**src/hw/rtl/mlfq_three_level_scheduler_defines.svh**
```systemverilog
// assertion macros for the scheduler, clock clk and synchronous reset rst
`ifndef MLFQ_THREE_LEVEL_SCHEDULER_DEFINES_SVH
`define MLFQ_THREE_LEVEL_SCHEDULER_DEFINES_SVH
`ifndef SYNTHESIS
`define MLFQ_ASSERT(label, cond) \
  label: assert property (@(posedge clk) disable iff (rst) (cond)) \
    else $error("mlfq assertion failed");
`define MLFQ_ASSERT_IMP(label, ante, cons) \
  label: assert property (@(posedge clk) disable iff (rst) (ante) |-> (cons)) \
    else $error("mlfq assertion failed");
`else
`define MLFQ_ASSERT(label, cond)
`define MLFQ_ASSERT_IMP(label, ante, cons)
`endif
`endif

```
**src/hw/rtl/mlfq_pkg.sv**
```systemverilog
package mlfq_pkg;

  localparam logic [1:0] OP_NEW   = 2'd0;
  localparam logic [1:0] OP_BURST = 2'd1;
  localparam logic [1:0] OP_EXIT  = 2'd2;
  localparam logic [1:0] OP_TICK  = 2'd3;

  localparam logic [2:0] KIND_NEW_OK = 3'd0;
  localparam logic [2:0] KIND_BURST  = 3'd1;
  localparam logic [2:0] KIND_EXIT   = 3'd2;
  localparam logic [2:0] KIND_RAN    = 3'd3;
  localparam logic [2:0] KIND_IDLE   = 3'd4;
  localparam logic [2:0] KIND_ERROR  = 3'd5;

  localparam logic [2:0] REG_Q1       = 3'd0;
  localparam logic [2:0] REG_Q2       = 3'd1;
  localparam logic [2:0] REG_Q3       = 3'd2;
  localparam logic [2:0] REG_INTERVAL = 3'd3;
  localparam logic [2:0] REG_CAP      = 3'd4;

  localparam logic [7:0]  RST_Q1       = 8'd2;
  localparam logic [7:0]  RST_Q2       = 8'd4;
  localparam logic [7:0]  RST_Q3       = 8'd8;
  localparam logic [15:0] RST_INTERVAL = 16'd25;
  localparam logic [7:0]  RST_CAP      = 8'd2;

  localparam logic [4:0] CMD_NONE        = 5'd0;
  localparam logic [4:0] CMD_LOAD        = 5'd1;
  localparam logic [4:0] CMD_ERROR       = 5'd2;
  localparam logic [4:0] CMD_NEW         = 5'd3;
  localparam logic [4:0] CMD_BURST       = 5'd4;
  localparam logic [4:0] CMD_EXIT_SEARCH = 5'd5;
  localparam logic [4:0] CMD_EXIT_REPORT = 5'd6;
  localparam logic [4:0] CMD_PHASE       = 5'd7;
  localparam logic [4:0] CMD_MOVE_L2     = 5'd8;
  localparam logic [4:0] CMD_SCHED_PUSH  = 5'd9;
  localparam logic [4:0] CMD_SCHED_SET   = 5'd10;
  localparam logic [4:0] CMD_WAIT_INIT   = 5'd11;
  localparam logic [4:0] CMD_WAIT_STEP   = 5'd12;
  localparam logic [4:0] CMD_RUN_SEL     = 5'd13;
  localparam logic [4:0] CMD_IDLE        = 5'd14;
  localparam logic [4:0] CMD_RUN         = 5'd15;
  localparam logic [4:0] CMD_SW_RD       = 5'd16;
  localparam logic [4:0] CMD_SW_WR       = 5'd17;
  localparam logic [4:0] CMD_SW_END      = 5'd18;
  localparam logic [4:0] CMD_EMIT        = 5'd19;

  typedef struct packed {
    logic [1:0]  operation;
    logic [3:0]  task_id;
    logic [15:0] burst_length;
  } item_t;

  typedef struct packed {
    logic [2:0]  kind;
    logic        boosted;
    logic [3:0]  result_task;
    logic [15:0] requested;
    logic [15:0] used;
    logic [1:0]  level;
    logic [15:0] wait_total;
    logic [16:0] turnaround;
  } result_t;

  typedef struct packed {
    logic [7:0]  q1;
    logic [7:0]  q2;
    logic [7:0]  q3;
    logic [15:0] interval;
    logic [7:0]  cap;
  } cfg_t;

  typedef struct packed {
    logic [4:0] op;
  } cmd_t;

  typedef struct packed {
    logic [1:0] operation;
    logic       id_ok;
    logic       busy;
    logic       len_zero;
    logic       run_is_id;
    logic       level_nz;
    logic       boost_due;
    logic       sched_take;
    logic       run_valid;
    logic       sw_done;
    logic       wait_last;
    logic       out_free;
  } status_t;

endpackage

```
**src/hw/rtl/mlfq_regs.sv**
```systemverilog
module mlfq_regs (
  input  logic               clk,
  input  logic               rst,
  input  logic               psel,
  input  logic               penable,
  input  logic               pwrite,
  input  logic [4:0]         paddr,
  input  logic [31:0]        pwdata,
  output logic [31:0]        prdata,
  output logic               pready,
  output mlfq_pkg::cfg_t     cfg
);

  logic [2:0] idx;

  assign idx    = paddr[4:2];
  assign pready = 1'b1;

  always_ff @(posedge clk) begin
    if (rst) begin
      cfg.q1       <= mlfq_pkg::RST_Q1;
      cfg.q2       <= mlfq_pkg::RST_Q2;
      cfg.q3       <= mlfq_pkg::RST_Q3;
      cfg.interval <= mlfq_pkg::RST_INTERVAL;
      cfg.cap      <= mlfq_pkg::RST_CAP;
    end else if (psel && penable && pwrite) begin
      case (idx)
        mlfq_pkg::REG_Q1:       cfg.q1       <= pwdata[7:0];
        mlfq_pkg::REG_Q2:       cfg.q2       <= pwdata[7:0];
        mlfq_pkg::REG_Q3:       cfg.q3       <= pwdata[7:0];
        mlfq_pkg::REG_INTERVAL: cfg.interval <= pwdata[15:0];
        mlfq_pkg::REG_CAP:      cfg.cap      <= pwdata[7:0];
        default: ;
      endcase
    end
  end

  always_comb begin
    case (idx)
      mlfq_pkg::REG_Q1:       prdata = 32'(cfg.q1);
      mlfq_pkg::REG_Q2:       prdata = 32'(cfg.q2);
      mlfq_pkg::REG_Q3:       prdata = 32'(cfg.q3);
      mlfq_pkg::REG_INTERVAL: prdata = 32'(cfg.interval);
      mlfq_pkg::REG_CAP:      prdata = 32'(cfg.cap);
      default:                prdata = 32'd0;
    endcase
  end

endmodule

```
**src/hw/rtl/mlfq_ctrl.sv**
```systemverilog
module mlfq_ctrl (
  input  logic                clk,
  input  logic                rst,
  input  logic                item_valid,
  output logic                item_ready,
  input  mlfq_pkg::status_t   status,
  output mlfq_pkg::cmd_t      cmd
);

  localparam logic [3:0] S_IDLE      = 4'd0;
  localparam logic [3:0] S_DECODE    = 4'd1;
  localparam logic [3:0] S_SW_RD     = 4'd2;
  localparam logic [3:0] S_SW_WR     = 4'd3;
  localparam logic [3:0] S_EXIT_FIN  = 4'd4;
  localparam logic [3:0] S_BOOST2    = 4'd5;
  localparam logic [3:0] S_SCHED     = 4'd6;
  localparam logic [3:0] S_SCHED_FIN = 4'd7;
  localparam logic [3:0] S_WAIT_INIT = 4'd8;
  localparam logic [3:0] S_WAIT      = 4'd9;
  localparam logic [3:0] S_RUN_SEL   = 4'd10;
  localparam logic [3:0] S_RUN       = 4'd11;
  localparam logic [3:0] S_DONE      = 4'd12;

  logic [3:0] state, state_next;
  logic [3:0] ret, ret_next;

  assign item_ready = (state == S_IDLE);

  always_ff @(posedge clk) begin
    if (rst) begin
      state <= S_IDLE;
      ret   <= S_IDLE;
    end else begin
      state <= state_next;
      ret   <= ret_next;
    end
  end

  always_comb begin
    state_next = state;
    ret_next   = ret;
    cmd.op     = mlfq_pkg::CMD_NONE;
    case (state)
      S_IDLE: begin
        if (item_valid) begin
          cmd.op     = mlfq_pkg::CMD_LOAD;
          state_next = S_DECODE;
        end
      end
      S_DECODE: begin
        state_next = S_DONE;
        if (status.operation == mlfq_pkg::OP_TICK) begin
          cmd.op = mlfq_pkg::CMD_PHASE;
          if (status.boost_due) begin
            ret_next   = S_BOOST2;
            state_next = S_SW_RD;
          end else begin
            state_next = S_SCHED;
          end
        end else if (!status.id_ok) begin
          cmd.op = mlfq_pkg::CMD_ERROR;
        end else begin
          case (status.operation)
            mlfq_pkg::OP_NEW:
              cmd.op = status.busy ? mlfq_pkg::CMD_ERROR : mlfq_pkg::CMD_NEW;
            mlfq_pkg::OP_BURST:
              cmd.op = (status.busy || status.len_zero) ? mlfq_pkg::CMD_ERROR
                                                         : mlfq_pkg::CMD_BURST;
            default: begin
              if (status.run_is_id) begin
                cmd.op = mlfq_pkg::CMD_ERROR;
              end else if (status.level_nz) begin
                cmd.op     = mlfq_pkg::CMD_EXIT_SEARCH;
                ret_next   = S_EXIT_FIN;
                state_next = S_SW_RD;
              end else begin
                cmd.op = mlfq_pkg::CMD_EXIT_REPORT;
              end
            end
          endcase
        end
      end
      // queue sweep: read one entry, then act on it
      S_SW_RD: begin
        if (status.sw_done) begin
          cmd.op     = mlfq_pkg::CMD_SW_END;
          state_next = ret;
        end else begin
          cmd.op     = mlfq_pkg::CMD_SW_RD;
          state_next = S_SW_WR;
        end
      end
      S_SW_WR: begin
        cmd.op     = mlfq_pkg::CMD_SW_WR;
        state_next = S_SW_RD;
      end
      S_EXIT_FIN: begin
        cmd.op     = mlfq_pkg::CMD_EXIT_REPORT;
        state_next = S_DONE;
      end
      S_BOOST2: begin
        cmd.op     = mlfq_pkg::CMD_MOVE_L2;
        ret_next   = S_SCHED;
        state_next = S_SW_RD;
      end
      S_SCHED: begin
        if (status.sched_take) begin
          cmd.op     = mlfq_pkg::CMD_SCHED_PUSH;
          ret_next   = S_SCHED_FIN;
          state_next = S_SW_RD;
        end else begin
          state_next = S_WAIT_INIT;
        end
      end
      S_SCHED_FIN: begin
        cmd.op     = mlfq_pkg::CMD_SCHED_SET;
        state_next = S_WAIT_INIT;
      end
      S_WAIT_INIT: begin
        cmd.op     = mlfq_pkg::CMD_WAIT_INIT;
        state_next = S_WAIT;
      end
      S_WAIT: begin
        cmd.op = mlfq_pkg::CMD_WAIT_STEP;
        if (status.wait_last) state_next = S_RUN_SEL;
      end
      S_RUN_SEL: begin
        if (status.run_valid) begin
          cmd.op     = mlfq_pkg::CMD_RUN_SEL;
          state_next = S_RUN;
        end else begin
          cmd.op     = mlfq_pkg::CMD_IDLE;
          state_next = S_DONE;
        end
      end
      S_RUN: begin
        cmd.op     = mlfq_pkg::CMD_RUN;
        state_next = S_DONE;
      end
      S_DONE: begin
        if (status.out_free) begin
          cmd.op     = mlfq_pkg::CMD_EMIT;
          state_next = S_IDLE;
        end
      end
      default: state_next = S_IDLE;
    endcase
  end

endmodule

```
**src/hw/rtl/mlfq_dp.sv**
```systemverilog
`include "mlfq_three_level_scheduler_defines.svh"

module mlfq_dp #(
  parameter int TASK_COUNT = 16,
  parameter int TIME_WIDTH = 16
) (
  input  logic                clk,
  input  logic                rst,
  input  mlfq_pkg::cmd_t      cmd,
  output mlfq_pkg::status_t   status,
  input  mlfq_pkg::cfg_t      cfg,
  input  mlfq_pkg::item_t     item,
  output mlfq_pkg::result_t   result,
  output logic                result_valid,
  input  logic                result_ready
);

  localparam int TW = $clog2(TASK_COUNT);
  localparam int CW = $clog2(TASK_COUNT + 1);
  localparam logic [TIME_WIDTH-1:0] TMAX = '1;

  mlfq_pkg::item_t   cur;
  mlfq_pkg::result_t res;
  mlfq_pkg::result_t res_load;
  logic [TW-1:0]         tidx;
  logic [1:0]            task_level [TASK_COUNT];
  logic [TIME_WIDTH-1:0] req        [TASK_COUNT];
  logic [TIME_WIDTH-1:0] rem        [TASK_COUNT];
  logic [TIME_WIDTH-1:0] exec_cnt   [TASK_COUNT];
  logic [TIME_WIDTH-1:0] wait_cnt   [TASK_COUNT];
  logic [TW-1:0]         qmem [0:2][0:TASK_COUNT-1];
  logic [TW-1:0]         rdata;
  logic [CW-1:0]         cnt [0:2];
  logic [1:0]            sw_q;
  logic [CW-1:0]         sw_p;
  logic                  sw_found;
  logic                  sw_move;
  logic [TW-1:0]         sw_head;
  logic [1:0]            sched_hl;
  logic [TW-1:0]         run_id;
  logic                  run_valid;
  logic [1:0]            run_level;
  logic [7:0]            quantum;
  logic [15:0]           phase;

  logic [TW-1:0]         cur_id;
  logic [1:0]            lv_cur;
  logic                  run_is_id;
  logic [TIME_WIDTH-1:0] len_sat;
  logic [1:0]            selq;
  logic                  any_queued;
  logic [1:0]            hl;
  logic [TIME_WIDTH-1:0] rem_new;
  logic [7:0]            q_new;
  logic [1:0]            next_lv;
  logic [CW-1:0]         sw_pm1;
  logic [32:0]           wait_x;
  logic [32:0]           tat;
  logic                  wen;
  logic                  push_inc;
  logic [1:0]            wq;
  logic [TW-1:0]         wp;
  logic [TW-1:0]         wd;
  logic                  cnt_ok;

  function automatic logic [7:0] slice_for(input logic [1:0] lv, input mlfq_pkg::cfg_t c);
    case (lv)
      2'd1:    slice_for = c.q1;
      2'd2:    slice_for = c.q2;
      default: slice_for = c.q3;
    endcase
  endfunction

  function automatic logic [TIME_WIDTH-1:0] sat_inc(input logic [TIME_WIDTH-1:0] v);
    sat_inc = (v == TMAX) ? v : v + TIME_WIDTH'(1);
  endfunction

  assign cur_id     = TW'(cur.task_id);
  assign lv_cur     = task_level[tidx];
  assign run_is_id  = run_valid && (run_id == tidx);
  assign len_sat    = (33'(cur.burst_length) > 33'(TMAX)) ? TMAX
                                                          : TIME_WIDTH'(cur.burst_length);
  assign any_queued = (cnt[0] != '0) || (cnt[1] != '0) || (cnt[2] != '0);
  assign selq       = (cnt[0] != '0) ? 2'd0 : ((cnt[1] != '0) ? 2'd1 : 2'd2);
  assign hl         = selq + 2'd1;
  assign rem_new    = (rem[tidx] != '0) ? rem[tidx] - TIME_WIDTH'(1) : '0;
  assign q_new      = (quantum != 8'd0) ? quantum - 8'd1 : 8'd0;
  assign next_lv    = (run_level == 2'd3) ? 2'd3 : run_level + 2'd1;
  assign sw_pm1     = sw_p - CW'(1);
  assign wait_x     = 33'(wait_cnt[tidx]);
  assign tat        = 33'(exec_cnt[tidx]) + wait_x;
  assign cnt_ok     = (cnt[0] <= CW'(TASK_COUNT)) && (cnt[1] <= CW'(TASK_COUNT)) &&
                      (cnt[2] <= CW'(TASK_COUNT));

  always_comb begin
    res_load             = '0;
    res_load.result_task = (item.operation == mlfq_pkg::OP_TICK) ? 4'd0 : item.task_id;
  end

  always_comb begin
    status.operation  = cur.operation;
    status.id_ok      = 7'(cur.task_id) < 7'(TASK_COUNT);
    status.busy       = (lv_cur != 2'd0) || run_is_id;
    status.len_zero   = (cur.burst_length == 16'd0);
    status.run_is_id  = run_is_id;
    status.level_nz   = (lv_cur != 2'd0);
    status.boost_due  = (phase >= cfg.interval);
    status.sched_take = any_queued && (!run_valid || (hl < run_level));
    status.run_valid  = run_valid;
    status.sw_done    = (sw_p >= cnt[sw_q]);
    status.wait_last  = (tidx == TW'(TASK_COUNT - 1));
    status.out_free   = !result_valid || result_ready;
  end

  // single write port of the queue store
  always_comb begin
    wen = 1'b0;
    wq  = 2'd0;
    wp  = '0;
    wd  = '0;
    case (cmd.op)
      mlfq_pkg::CMD_BURST: begin
        wen = cnt[0] < CW'(TASK_COUNT);
        wq  = 2'd0;
        wp  = cnt[0][TW-1:0];
        wd  = tidx;
      end
      mlfq_pkg::CMD_SCHED_PUSH: begin
        wq  = run_level - 2'd1;
        wen = run_valid && (cnt[wq] < CW'(TASK_COUNT));
        wp  = cnt[wq][TW-1:0];
        wd  = run_id;
      end
      mlfq_pkg::CMD_RUN: begin
        wq  = next_lv - 2'd1;
        wen = (rem_new != '0) && (q_new == 8'd0) && (cnt[wq] < CW'(TASK_COUNT));
        wp  = cnt[wq][TW-1:0];
        wd  = run_id;
      end
      mlfq_pkg::CMD_SW_WR: begin
        if (sw_move) begin
          wen = cnt[0] < CW'(TASK_COUNT);
          wq  = 2'd0;
          wp  = cnt[0][TW-1:0];
        end else begin
          wen = sw_found && (sw_p != '0);
          wq  = sw_q;
          wp  = sw_pm1[TW-1:0];
        end
        wd = rdata;
      end
      default: ;
    endcase
  end

  assign push_inc = wen && !((cmd.op == mlfq_pkg::CMD_SW_WR) && !sw_move);

  always_ff @(posedge clk) begin
    if (wen) qmem[wq][wp] <= wd;
    if (cmd.op == mlfq_pkg::CMD_SW_RD) rdata <= qmem[sw_q][sw_p[TW-1:0]];
  end

  always_ff @(posedge clk) begin
    if (rst) begin
      for (int i = 0; i < TASK_COUNT; i++) begin
        task_level[i] <= 2'd0;
        req[i]        <= '0;
        rem[i]        <= '0;
        exec_cnt[i]   <= '0;
        wait_cnt[i]   <= '0;
      end
      for (int i = 0; i < 3; i++) cnt[i] <= '0;
      run_valid    <= 1'b0;
      run_id       <= '0;
      run_level    <= 2'd0;
      quantum      <= 8'd0;
      phase        <= 16'd1;
      result_valid <= 1'b0;
      sw_p         <= '0;
      sw_q         <= 2'd0;
      sw_found     <= 1'b0;
      sw_move      <= 1'b0;
      tidx         <= '0;
    end else begin
      if (result_valid && result_ready && (cmd.op != mlfq_pkg::CMD_EMIT))
        result_valid <= 1'b0;
      if (push_inc) cnt[wq] <= cnt[wq] + CW'(1);
      case (cmd.op)
        mlfq_pkg::CMD_LOAD: begin
          cur  <= item;
          tidx <= TW'(item.task_id);
          res  <= res_load;
        end
        mlfq_pkg::CMD_ERROR: res.kind <= mlfq_pkg::KIND_ERROR;
        mlfq_pkg::CMD_NEW: begin
          task_level[tidx] <= 2'd0;
          req[tidx]        <= '0;
          rem[tidx]        <= '0;
          exec_cnt[tidx]   <= '0;
          wait_cnt[tidx]   <= '0;
          res.kind         <= mlfq_pkg::KIND_NEW_OK;
        end
        mlfq_pkg::CMD_BURST: begin
          req[tidx]        <= len_sat;
          rem[tidx]        <= len_sat;
          task_level[tidx] <= 2'd1;
          res.kind         <= mlfq_pkg::KIND_BURST;
          res.requested    <= 16'(len_sat);
          res.level        <= 2'd1;
        end
        mlfq_pkg::CMD_EXIT_SEARCH: begin
          sw_q     <= lv_cur - 2'd1;
          sw_p     <= '0;
          sw_found <= 1'b0;
          sw_move  <= 1'b0;
        end
        mlfq_pkg::CMD_EXIT_REPORT: begin
          task_level[tidx] <= 2'd0;
          if (lv_cur != 2'd0) rem[tidx] <= '0;
          res.kind       <= mlfq_pkg::KIND_EXIT;
          res.wait_total <= (wait_x > 33'h0FFFF) ? 16'hFFFF : wait_x[15:0];
          res.turnaround <= (tat > 33'h1FFFF) ? 17'h1FFFF : tat[16:0];
        end
        mlfq_pkg::CMD_PHASE: begin
          if (phase >= cfg.interval) begin
            phase       <= 16'd1;
            res.boosted <= 1'b1;
            if (run_valid) begin
              task_level[run_id] <= 2'd1;
              run_level          <= 2'd1;
              if (quantum > cfg.cap) quantum <= cfg.cap;
            end
            // level three drains first
            sw_q    <= 2'd2;
            sw_p    <= '0;
            sw_move <= 1'b1;
          end else begin
            phase <= phase + 16'd1;
          end
        end
        mlfq_pkg::CMD_MOVE_L2: begin
          sw_q    <= 2'd1;
          sw_p    <= '0;
          sw_move <= 1'b1;
        end
        mlfq_pkg::CMD_SCHED_PUSH: begin
          sw_q     <= selq;
          sw_p     <= '0;
          sw_found <= 1'b1;
          sw_move  <= 1'b0;
          sched_hl <= hl;
        end
        mlfq_pkg::CMD_SCHED_SET: begin
          run_id    <= sw_head;
          run_valid <= 1'b1;
          run_level <= sched_hl;
          quantum   <= slice_for(sched_hl, cfg);
        end
        mlfq_pkg::CMD_WAIT_INIT: tidx <= '0;
        mlfq_pkg::CMD_WAIT_STEP: begin
          if ((lv_cur != 2'd0) && !run_is_id) wait_cnt[tidx] <= sat_inc(wait_cnt[tidx]);
          if (tidx != TW'(TASK_COUNT - 1)) tidx <= tidx + TW'(1);
        end
        mlfq_pkg::CMD_RUN_SEL: tidx <= run_id;
        mlfq_pkg::CMD_IDLE: res.kind <= mlfq_pkg::KIND_IDLE;
        mlfq_pkg::CMD_RUN: begin
          exec_cnt[tidx]  <= sat_inc(exec_cnt[tidx]);
          rem[tidx]       <= rem_new;
          quantum         <= q_new;
          res.kind        <= mlfq_pkg::KIND_RAN;
          res.result_task <= 4'(run_id);
          res.requested   <= 16'(req[tidx]);
          res.used        <= 16'(req[tidx] - rem_new);
          res.level       <= run_level;
          if (rem_new == '0) begin
            task_level[tidx] <= 2'd0;
            run_valid        <= 1'b0;
          end else if (q_new == 8'd0) begin
            task_level[tidx] <= next_lv;
            run_valid        <= 1'b0;
          end
        end
        mlfq_pkg::CMD_SW_WR: begin
          if (sw_move) begin
            task_level[rdata] <= 2'd1;
          end else begin
            if (sw_p == '0) sw_head <= rdata;
            if (!sw_found && (rdata == cur_id)) sw_found <= 1'b1;
          end
          sw_p <= sw_p + CW'(1);
        end
        mlfq_pkg::CMD_SW_END: begin
          if (sw_move) cnt[sw_q] <= '0;
          else if (sw_found) cnt[sw_q] <= cnt[sw_q] - CW'(1);
        end
        mlfq_pkg::CMD_EMIT: begin
          result       <= res;
          result_valid <= 1'b1;
        end
        default: ;
      endcase
    end
  end

  // a boost fills level one before the drained queue is cleared, so each count is bounded
  `MLFQ_ASSERT(a_queue_bound, cnt_ok)
  `MLFQ_ASSERT_IMP(a_run_level, run_valid, task_level[run_id] == run_level)
  `MLFQ_ASSERT_IMP(a_sweep_range, cmd.op == mlfq_pkg::CMD_SW_RD, sw_p < cnt[sw_q])

endmodule

```
**src/hw/rtl/mlfq_three_level_scheduler.sv**
```systemverilog
// new task, burst, error and exit of an unqueued task: decode, then the result is emitted
// exit of a queued task: a sweep of its queue removes the entry before the exit is reported
// tick: phase step, a sweep moving levels three and two to level one on a boost, a dispatch
// sweep when none runs or a higher level waits, a wait scan of all tasks, then a run step if any
// one item at a time; the next item can be taken in the same cycle its result is raised
// synchronous reset: all queues empty, no task running, boost phase one, registers at defaults
module mlfq_three_level_scheduler #(
  parameter int TASK_COUNT = 16,
  parameter int TIME_WIDTH = 16
) (
  input  logic                clk,
  input  logic                rst,
  input  logic                item_valid,
  output logic                item_ready,
  input  mlfq_pkg::item_t     item,
  output logic                result_valid,
  input  logic                result_ready,
  output mlfq_pkg::result_t   result,
  input  logic                psel,
  input  logic                penable,
  input  logic                pwrite,
  input  logic [4:0]          paddr,
  input  logic [31:0]         pwdata,
  output logic [31:0]         prdata,
  output logic                pready
);

  mlfq_pkg::cfg_t    cfg;
  mlfq_pkg::cmd_t    cmd;
  mlfq_pkg::status_t status;

  mlfq_regs u_regs (
    .clk, .rst, .psel, .penable, .pwrite, .paddr, .pwdata, .prdata, .pready, .cfg
  );

  mlfq_ctrl u_ctrl (
    .clk, .rst, .item_valid, .item_ready, .status, .cmd
  );

  mlfq_dp #(
    .TASK_COUNT(TASK_COUNT),
    .TIME_WIDTH(TIME_WIDTH)
  ) u_dp (
    .clk, .rst, .cmd, .status, .cfg, .item, .result, .result_valid, .result_ready
  );

endmodule
```
**config.mk**
```make
export PLATFORM = sky130hd
export DESIGN_NAME = mlfq_three_level_scheduler
export DESIGN_NICKNAME = d
export VERILOG_FILES = /design/src/hw/rtl/mlfq_pkg.sv /design/src/hw/rtl/mlfq_regs.sv /design/src/hw/rtl/mlfq_ctrl.sv /design/src/hw/rtl/mlfq_dp.sv /design/src/hw/rtl/mlfq_three_level_scheduler.sv
export VERILOG_INCLUDE_DIRS = /design/src /design/src/hw/rtl
export SDC_FILE = /design/constraint.sdc
export NUM_CORES = 2
export LEC_CHECK = 0
export ABC_AREA = 1
export BUFFER_PORTS_ARGS = -buffer_cell sky130_fd_sc_hd__buf_2
export CAP_MARGIN = 20
export CORE_UTILIZATION = 36
export DETAILED_ROUTE_END_ITERATION = 8
export PLACE_DENSITY = 0.58
export SLEW_MARGIN = 5
export SYNTH_ARGS = -nofsm -noshare
export SYNTH_HDL_FRONTEND = slang
export SYNTH_SLANG_ARGS = --single-unit
```
**constraint.sdc**
```tcl
create_clock -name clk -period 10.04 [get_ports clk]
set_input_delay 1.004 -clock clk [delete_from_list [all_inputs] [get_ports clk]]
set_output_delay 1.004 -clock clk [all_outputs]
set_load 0.1 [all_outputs]
```
### Word-level counts from Yosys, hierarchy flattened

Memory sizes are Yosys's and may differ from the RTL's. A register that Yosys moved wholly into a read port is not among the register bits.
Cells that the tools add are included.

| word-level totals | value |
|---|---|
| register bits | 283 |
| memory bits (writable) | 1263 |
| ROM bits | 0 |
| memories kept | 7 |
| bits in latches | 0 |

| operators by class | value |
|---|---|
| shifts and indexed selects | 0 |
| $add $sub $neg | 17 |
| multipliers | 0 |
| $lt $le $gt $ge | 12 |
| reductions and logical operators | 97 |
| multiplexer cells | 191 |
| bitwise logic cells | 15 |
| div/mod/pow operators | 0 |
| equal/unequal tests | 63 |

Memories:

| memory | depth | bits a word | rd ports | clocked after Yosys merged registers in | wr ports | line | text |
|---|---|---|---|---|---|---|---|
| u_dp.exec_cnt | 16 | 16 | 1 | 1 | 16 | mlfq_dp.sv:29 | `logic [TIME_WIDTH-1:0] exec_cnt [TASK_COUNT];` |
| u_dp.rem | 16 | 16 | 1 | 1 | 16 | mlfq_dp.sv:28 | `logic [TIME_WIDTH-1:0] rem [TASK_COUNT];` |
| u_dp.req | 16 | 16 | 1 | 1 | 16 | mlfq_dp.sv:27 | `logic [TIME_WIDTH-1:0] req [TASK_COUNT];` |
| u_dp.wait_cnt | 16 | 16 | 1 | 1 | 16 | mlfq_dp.sv:30 | `logic [TIME_WIDTH-1:0] wait_cnt [TASK_COUNT];` |
| u_dp.qmem | 3 | 64 | 1 | 1 | 1 | mlfq_dp.sv:31 | `logic [TW-1:0] qmem [0:2][0:TASK_COUNT-1];` |
| u_dp.task_level | 16 | 2 | 1 | 1 | 16 | mlfq_dp.sv:26 | `logic [1:0] task_level [TASK_COUNT];` |
| 1 more memories | -- | -- | -- | -- | -- | -- |  |

Operators by type and width:

| operator | number |
|---|---|
| 16-bit two-way mux | 15 |
| 4-bit two-way mux | 39 |
| 16-bit case mux with 5 select lines | 1 |
| 1-bit two-way mux | 71 |
| 33-bit case mux with 2 select lines | 1 |
| 5-bit case mux with 13 select lines | 1 |
| 64-bit two-way mux | 1 |
| 16-bit OR reduction | 4 |
| 16-bit by 1-bit adder with 16-bit output, second input constant | 3 |
| 16-bit case mux with 3 select lines | 1 |
| 2-bit two-way mux | 23 |
| 4-bit case mux with 11 select lines | 1 |
| 5-bit by 4-bit equality test with 1-bit output, second input constant | 8 |
| 5-bit two-way mux | 7 |
| 2-bit AND reduction | 17 |
| 33-bit by 17-bit > comparator with 1-bit output, second input constant | 1 |
| 16-bit equality test, second input constant | 2 |
| 16-bit logical NOT | 2 |
| 8-bit two-way mux | 4 |
| 16-bit case mux with 2 select lines | 1 |
| 4-bit case mux with 4 select lines | 2 |
| 16-bit nonzero test | 2 |
| 4-bit equality test, second input constant | 6 |
| 4-bit case mux with 3 select lines | 2 |
| 77 further kinds | 180 |

### Longest topological paths before layout

An unclocked memory read counts as a cell.

| depth | value |
|---|---|
| depth after elaboration | 22 |
| gate-level depth with buffers | 33 |
| depth with buffers taken out | 31 |

### Modules after synthesis

From an unflattened synthesis, not the netlist that was laid out.

| unflattened totals | value |
|---|---|
| cells, all modules | 7437 |
| area, all modules | 72846.1 sq um |

By module, submodules not included:

| module | sequential area each (sq um) | times used | cells an instance | area each (sq um) |
|---|---|---|---|---|
| mlfq_dp | 44562.7 | 1 | 6894 | 69604.3 |
| mlfq_regs | 960.9 | 1 | 408 | 2532.4 |
| mlfq_ctrl | 140.1 | 1 | 135 | 709.4 |

### Worst setup path before layout

No wires, ideal clock.

| path | value |
|---|---|
| path type | register to register |
| start | register with a tool-made name |
| end | memory u_dp.qmem[0][0] (netlist name), data pin |
| library setup time | 0.578 ns |
| stages on the path, launching flop included | 25 |
| slack | 4.245 ns |
| arrival time | 5.217 ns |
| buffers on the path | 9 |
| data required time | 9.462 ns |
| clock period less this slack | 5.795 ns |
| cell sequence | dfxtp_1 > buf_6 > buf_6 > buf_6 > buf_6 > buf_6 > buf_2 > clkbuf_1 > clkbuf_1 > o21ai_0 > o221ai_1 > o211ai_1 > nand2_1 > inv_1 > ha_1 > inv_1 > nand2_1 > nor2_1 > nor2_1 > nand2_1 > nand3_1 > nor2_2 > nand2_2 > buf_2 > o21ai_0 |

RTL lines:

| element | line |
|---|---|
| to (decl) | mlfq_dp.sv:31 |

==> run_summary.xml <==
<?xml version="1.0" encoding="UTF-8"?>
<metrics>
  <group name="power">
    <metric name="p_leak" unit="µW">0.0285</metric>
    <metric name="power_density" unit="mW/mm²">257</metric>
    <metric name="vdd.ir_drop.worst" unit="mV">0.140</metric>
  </group>
  <group name="critical_path">
    <metric name="timing_worst_setup_path_type" unit="">register to register</metric>
    <metric name="timing.critical_path.mode_cell" unit="">sky130_fd_sc_hd__nand2_1</metric>
    <metric name="r2r.worst_path.cells" unit="">21</metric>
    <metric name="setup.worst_path.end_class" unit="">register</metric>
    <metric name="crit-reg2reg-capture" unit="">u_dp.rem[0][12]</metric>
    <metric name="critical_path.cell_chain" unit="">buf_4 &gt; a21oi_1 &gt; o21ai_0 &gt; nand2_1 &gt; ha_1 &gt; o21a_1 &gt; o21a_1 &gt; o21ai_0 &gt; nand2_1 &gt; nand2_1 &gt; nand3_1 &gt; nor2_2 &gt; nand2_2 &gt; inv_2 &gt; nand2_2 &gt; nand2_1 &gt; inv_2 &gt; o211ai_2 &gt; buf_4 &gt; nand2_1 &gt; nand2_1</metric>
    <metric name="cp-start-kind" unit="">register</metric>
    <metric name="critical_path_peak_fanout" unit="">44</metric>
    <metric name="critical_path.max_stage_delay" unit="ns">0.89</metric>
    <metric name="setup.reg_to_reg.worst_slack" unit="ns">2.33</metric>
    <metric name="cp.arrival" unit="ns">8.14</metric>
    <metric name="timing.critical_path.required" unit="ns">10.47</metric>
    <metric name="crit_slowest_cell" unit="">sky130_fd_sc_hd__dfxtp_2</metric>
  </group>
  <group name="cts">
    <metric name="ctsHoldBuffers" unit="">0</metric>
    <metric name="clock_path_buffers" unit="">3</metric>
    <metric name="postCtsSetupBuffers" unit="">0</metric>
    <metric name="tritoncts.num_buffers" unit="">169</metric>
    <metric name="worst_setup_hold_path_clk_slew" unit="ns">0.06</metric>
    <metric name="ctsHtreeMaxLevel" unit="">4</metric>
    <metric name="insertion_delay" unit="ns">0.85</metric>
    <metric name="cts_tree" unit="">done</metric>
    <metric name="cts.sinks" unit="">1556</metric>
    <metric name="clock-root-buffer" unit="">sky130_fd_sc_hd__clkbuf_16</metric>
    <metric name="ctsResizeCount" unit="">0</metric>
  </group>
  <group name="logic_synthesis">
    <metric name="synth_warnings" unit="">0</metric>
    <metric name="post_synth_main_area_contributors" unit="">sky130_fd_sc_hd__edfxtp_1, sky130_fd_sc_hd__nor2_1, sky130_fd_sc_hd__nand2_1</metric>
    <metric name="syn_area_cell" unit="µm²">10.1</metric>
    <metric name="synth.top_cells.by_count" unit="">sky130_fd_sc_hd__nor2_1, sky130_fd_sc_hd__edfxtp_1, sky130_fd_sc_hd__nand2_1, sky130_fd_sc_hd__o21ai_0, sky130_fd_sc_hd__inv_1</metric>
    <metric name="synth-edff-count" unit="">1450</metric>
    <metric name="synthesis.area" unit="mm²">0.0723</metric>
    <metric name="synthMostInstantiatedCell" unit="">sky130_fd_sc_hd__nor2_1</metric>
    <metric name="synthCells" unit="">7186</metric>
    <metric name="ys_ff_latch" unit="">1556</metric>
    <metric name="ys_seq_area_share" unit="%">63.1</metric>
    <metric name="synth_top_area_share" unit="%">60.2</metric>
    <metric name="synthArstFlopShare" unit="%">0</metric>
    <metric name="yosysTopAreaCell" unit="">sky130_fd_sc_hd__edfxtp_1</metric>
    <metric name="prevailing_post_synth_register_cell" unit="">sky130_fd_sc_hd__edfxtp_1</metric>
    <metric name="ys_types" unit="">65</metric>
  </group>
  <group name="timing">
    <metric name="report.final.hold_viol_count" unit="">0</metric>
    <metric name="post_route_worst_hold_slack" unit="ns">0.351</metric>
    <metric name="final-setup-viol-count" unit="">0</metric>
    <metric name="achievable-frequency" unit="MHz">130</metric>
    <metric name="timing.clock.skew" unit="ns">0.0592</metric>
    <metric name="worst-slew-pin-transition" unit="ns">1.18</metric>
    <metric name="timing_max_transition_violations_final" unit="">0</metric>
    <metric name="slew_headroom" unit="%">21.2</metric>
    <metric name="period_share" unit="%">76.7</metric>
    <metric name="rsz0062_at_grt" unit="">false</metric>
    <metric name="finalWorstPathRequiredPeriod" unit="ns">7.71</metric>
    <metric name="totalNegativeSetupSlack" unit="ns">0</metric>
  </group>
  <group name="cells_and_area">
    <metric name="area_growth_syn_to_layout" unit="%">11.2</metric>
    <metric name="layout_cell_share_with_drive_strength_beyond_1" unit="%">8.70</metric>
    <metric name="design.final.nets" unit="">7274</metric>
    <metric name="nFillCells" unit="">19300</metric>
    <metric name="register_area" unit="mm²">0.0457</metric>
    <metric name="multi_input_area" unit="mm²">0.0230</metric>
  </group>
  <group name="floorplanning">
    <metric name="die_extent_in_x" unit="µm">450</metric>
    <metric name="design.die.area" unit="mm²">0.203</metric>
    <metric name="die_h" unit="µm">450</metric>
    <metric name="placement_rows" unit="">164</metric>
    <metric name="floorplan.core_area" unit="mm²">0.200</metric>
    <metric name="initial_utilization" unit="%">36.2</metric>
    <metric name="design.portCount" unit="">176</metric>
  </group>
  <group name="routing">
    <metric name="drcViolationCount" unit="">0</metric>
    <metric name="post_drt_wl_per_cell" unit="µm">22.1</metric>
    <metric name="firstDrtPassIters" unit="">6</metric>
    <metric name="dr_total_vias" unit="">53700</metric>
    <metric name="vias_per_cell" unit="">5.41</metric>
    <metric name="drtAntennaViolNets" unit="">0</metric>
    <metric name="total_detailed_routing_wirelength" unit="mm">220</metric>
    <metric name="detail_route.iter0.violations" unit="">6086</metric>
  </group>
  <group name="worst_hold_path">
    <metric name="holdCritPathClass" unit="">primary input to register</metric>
    <metric name="holdCritStartpoint" unit="">item[5]</metric>
    <metric name="min_path_cells" unit="">1</metric>
    <metric name="hold_end" unit="">u_dp.len_sat[5]</metric>
  </group>
  <group name="place">
    <metric name="gpl.final_weighted_congestion" unit="">0.915</metric>
    <metric name="portBuffers" unit="">140</metric>
    <metric name="hpwl" unit="mm">137</metric>
  </group>
  <group name="grt">
    <metric name="pin_count_of_the_biggest_net_entering_global_routing" unit="">175</metric>
    <metric name="groute.usage.overall" unit="%">21.1</metric>
    <metric name="grt_pass1_wl" unit="mm">324</metric>
    <metric name="antenna_violations_before_repair" unit="">6</metric>
    <metric name="number_of_global_route_vias_before_repair" unit="">51100</metric>
    <metric name="grt_overflow" unit="">0</metric>
  </group>
  <group name="run_status">
    <metric name="run_status" unit="">completed</metric>
  </group>
  <group name="job">
    <metric name="maximum_capacitance_violations" unit="">0</metric>
  </group>
</metrics>
## worst max-delay path: cells and delay by family (launching register included)
family,cells,cell delay [ns]
AO/OA/AOI/OAI,6,0.79
adder cells (fa/ha/maj),1,0.31
buffers and inverters,4,1.62
flip-flops,1,0.89
AND/OR/NAND/NOR,10,3.65
## logic make-up after synthesis
kind of cell	after synthesis	share of synthesized area [%]
compound gates	1343	11.2
xor+xnor	39	0.472
fa+ha+maj	83	1.46
buf+inv	877	5.42
flops	1556	63.1
mux	3	0.0432
other cells	2	0.0104
simple gates	3283	18.3
## worst max-delay path by stage
stage                     cells past startpoint              end      from  slack, ns
after floorplan                              24  u_dp.qmem[0][0]  register       4.25
after global placement                       21  u_dp.rem[0][14]  register       2.53
after detailed placement                     21  u_dp.rem[0][14]  register       2.42
after CTS                                    21  u_dp.rem[0][12]  register       2.41
after global routing                         21  u_dp.rem[0][12]  register       1.99
final                                        21  u_dp.rem[0][12]  register       2.33
## state kept, by name (all words and copies together) (netlist names), 20 cells and up, named ones only
signal / count
u_dp.cnt: 20
u_dp.exec_cnt: 256
u_dp.qmem: 192
u_dp.rem: 256
u_dp.req: 256
u_dp.res: 75
u_dp.result: 75
u_dp.task_level: 32
u_dp.wait_cnt: 256
u_regs.cfg: 48
## layout make-up
cell class              count  share of cell area, %
multi-input cells        4768                   28.6
clock inverters            96                   1.18
clock buffers             213                   5.53
diodes                      7                 0.0218
repair buffers            238                   1.93
inverters                 392                   1.86
flip-flops and latches   1556                   56.8
well taps                2656                   4.13
## routing by layer
layer / part of all wire, % / vias to the layer above / global-route usage (%)
met3: 7.7 / 452 / 3.36
met1: 40 / 26100 / 27.2
met4: 4.8 / 0 / 10.0
met2: 47 / 2308 / 34.5
met5: 0 / - / 0
li1: - / 24800 / -
## per-stage QoR
stage	worst slack, ns	cell area [µm²]	total power [µW]	cells	utilization (%)
floorplan	4.25	72400	12400	7201	-
global placement	2.53	74900	14400	9602	37.5
detailed placement	2.42	74900	14500	9605	37.5
CTS	2.41	80300	20600	9914	40.2
global route	1.99	80400	21500	9925	40.3
finish	2.33	80400	20600	9926	40.3
## power breakdown
group	switching (µW)	internal, µW
Clock	2670	3440
Combinational	5030	1700
Sequential	243	7550
Total	7940	12700
## layout by cell type, fill, tap and decap left out, drive strengths merged, types with 100 or more instances in the layout
cell type / netlist / layout
nor2: 1918 / 1918
edfxtp: 1450 / 1450
nand2: 960 / 960
o21ai: 698 / 698
inv: 369 / 391
nand3: 318 / 318
buf: 204 / 238
clkbuf: 281 / 213
a21oi: 200 / 200
o221ai: 153 / 153
dfxtp: 106 / 106
o211ai: 100 / 100
Note: power is estimated with default switching activity, not from simulation.
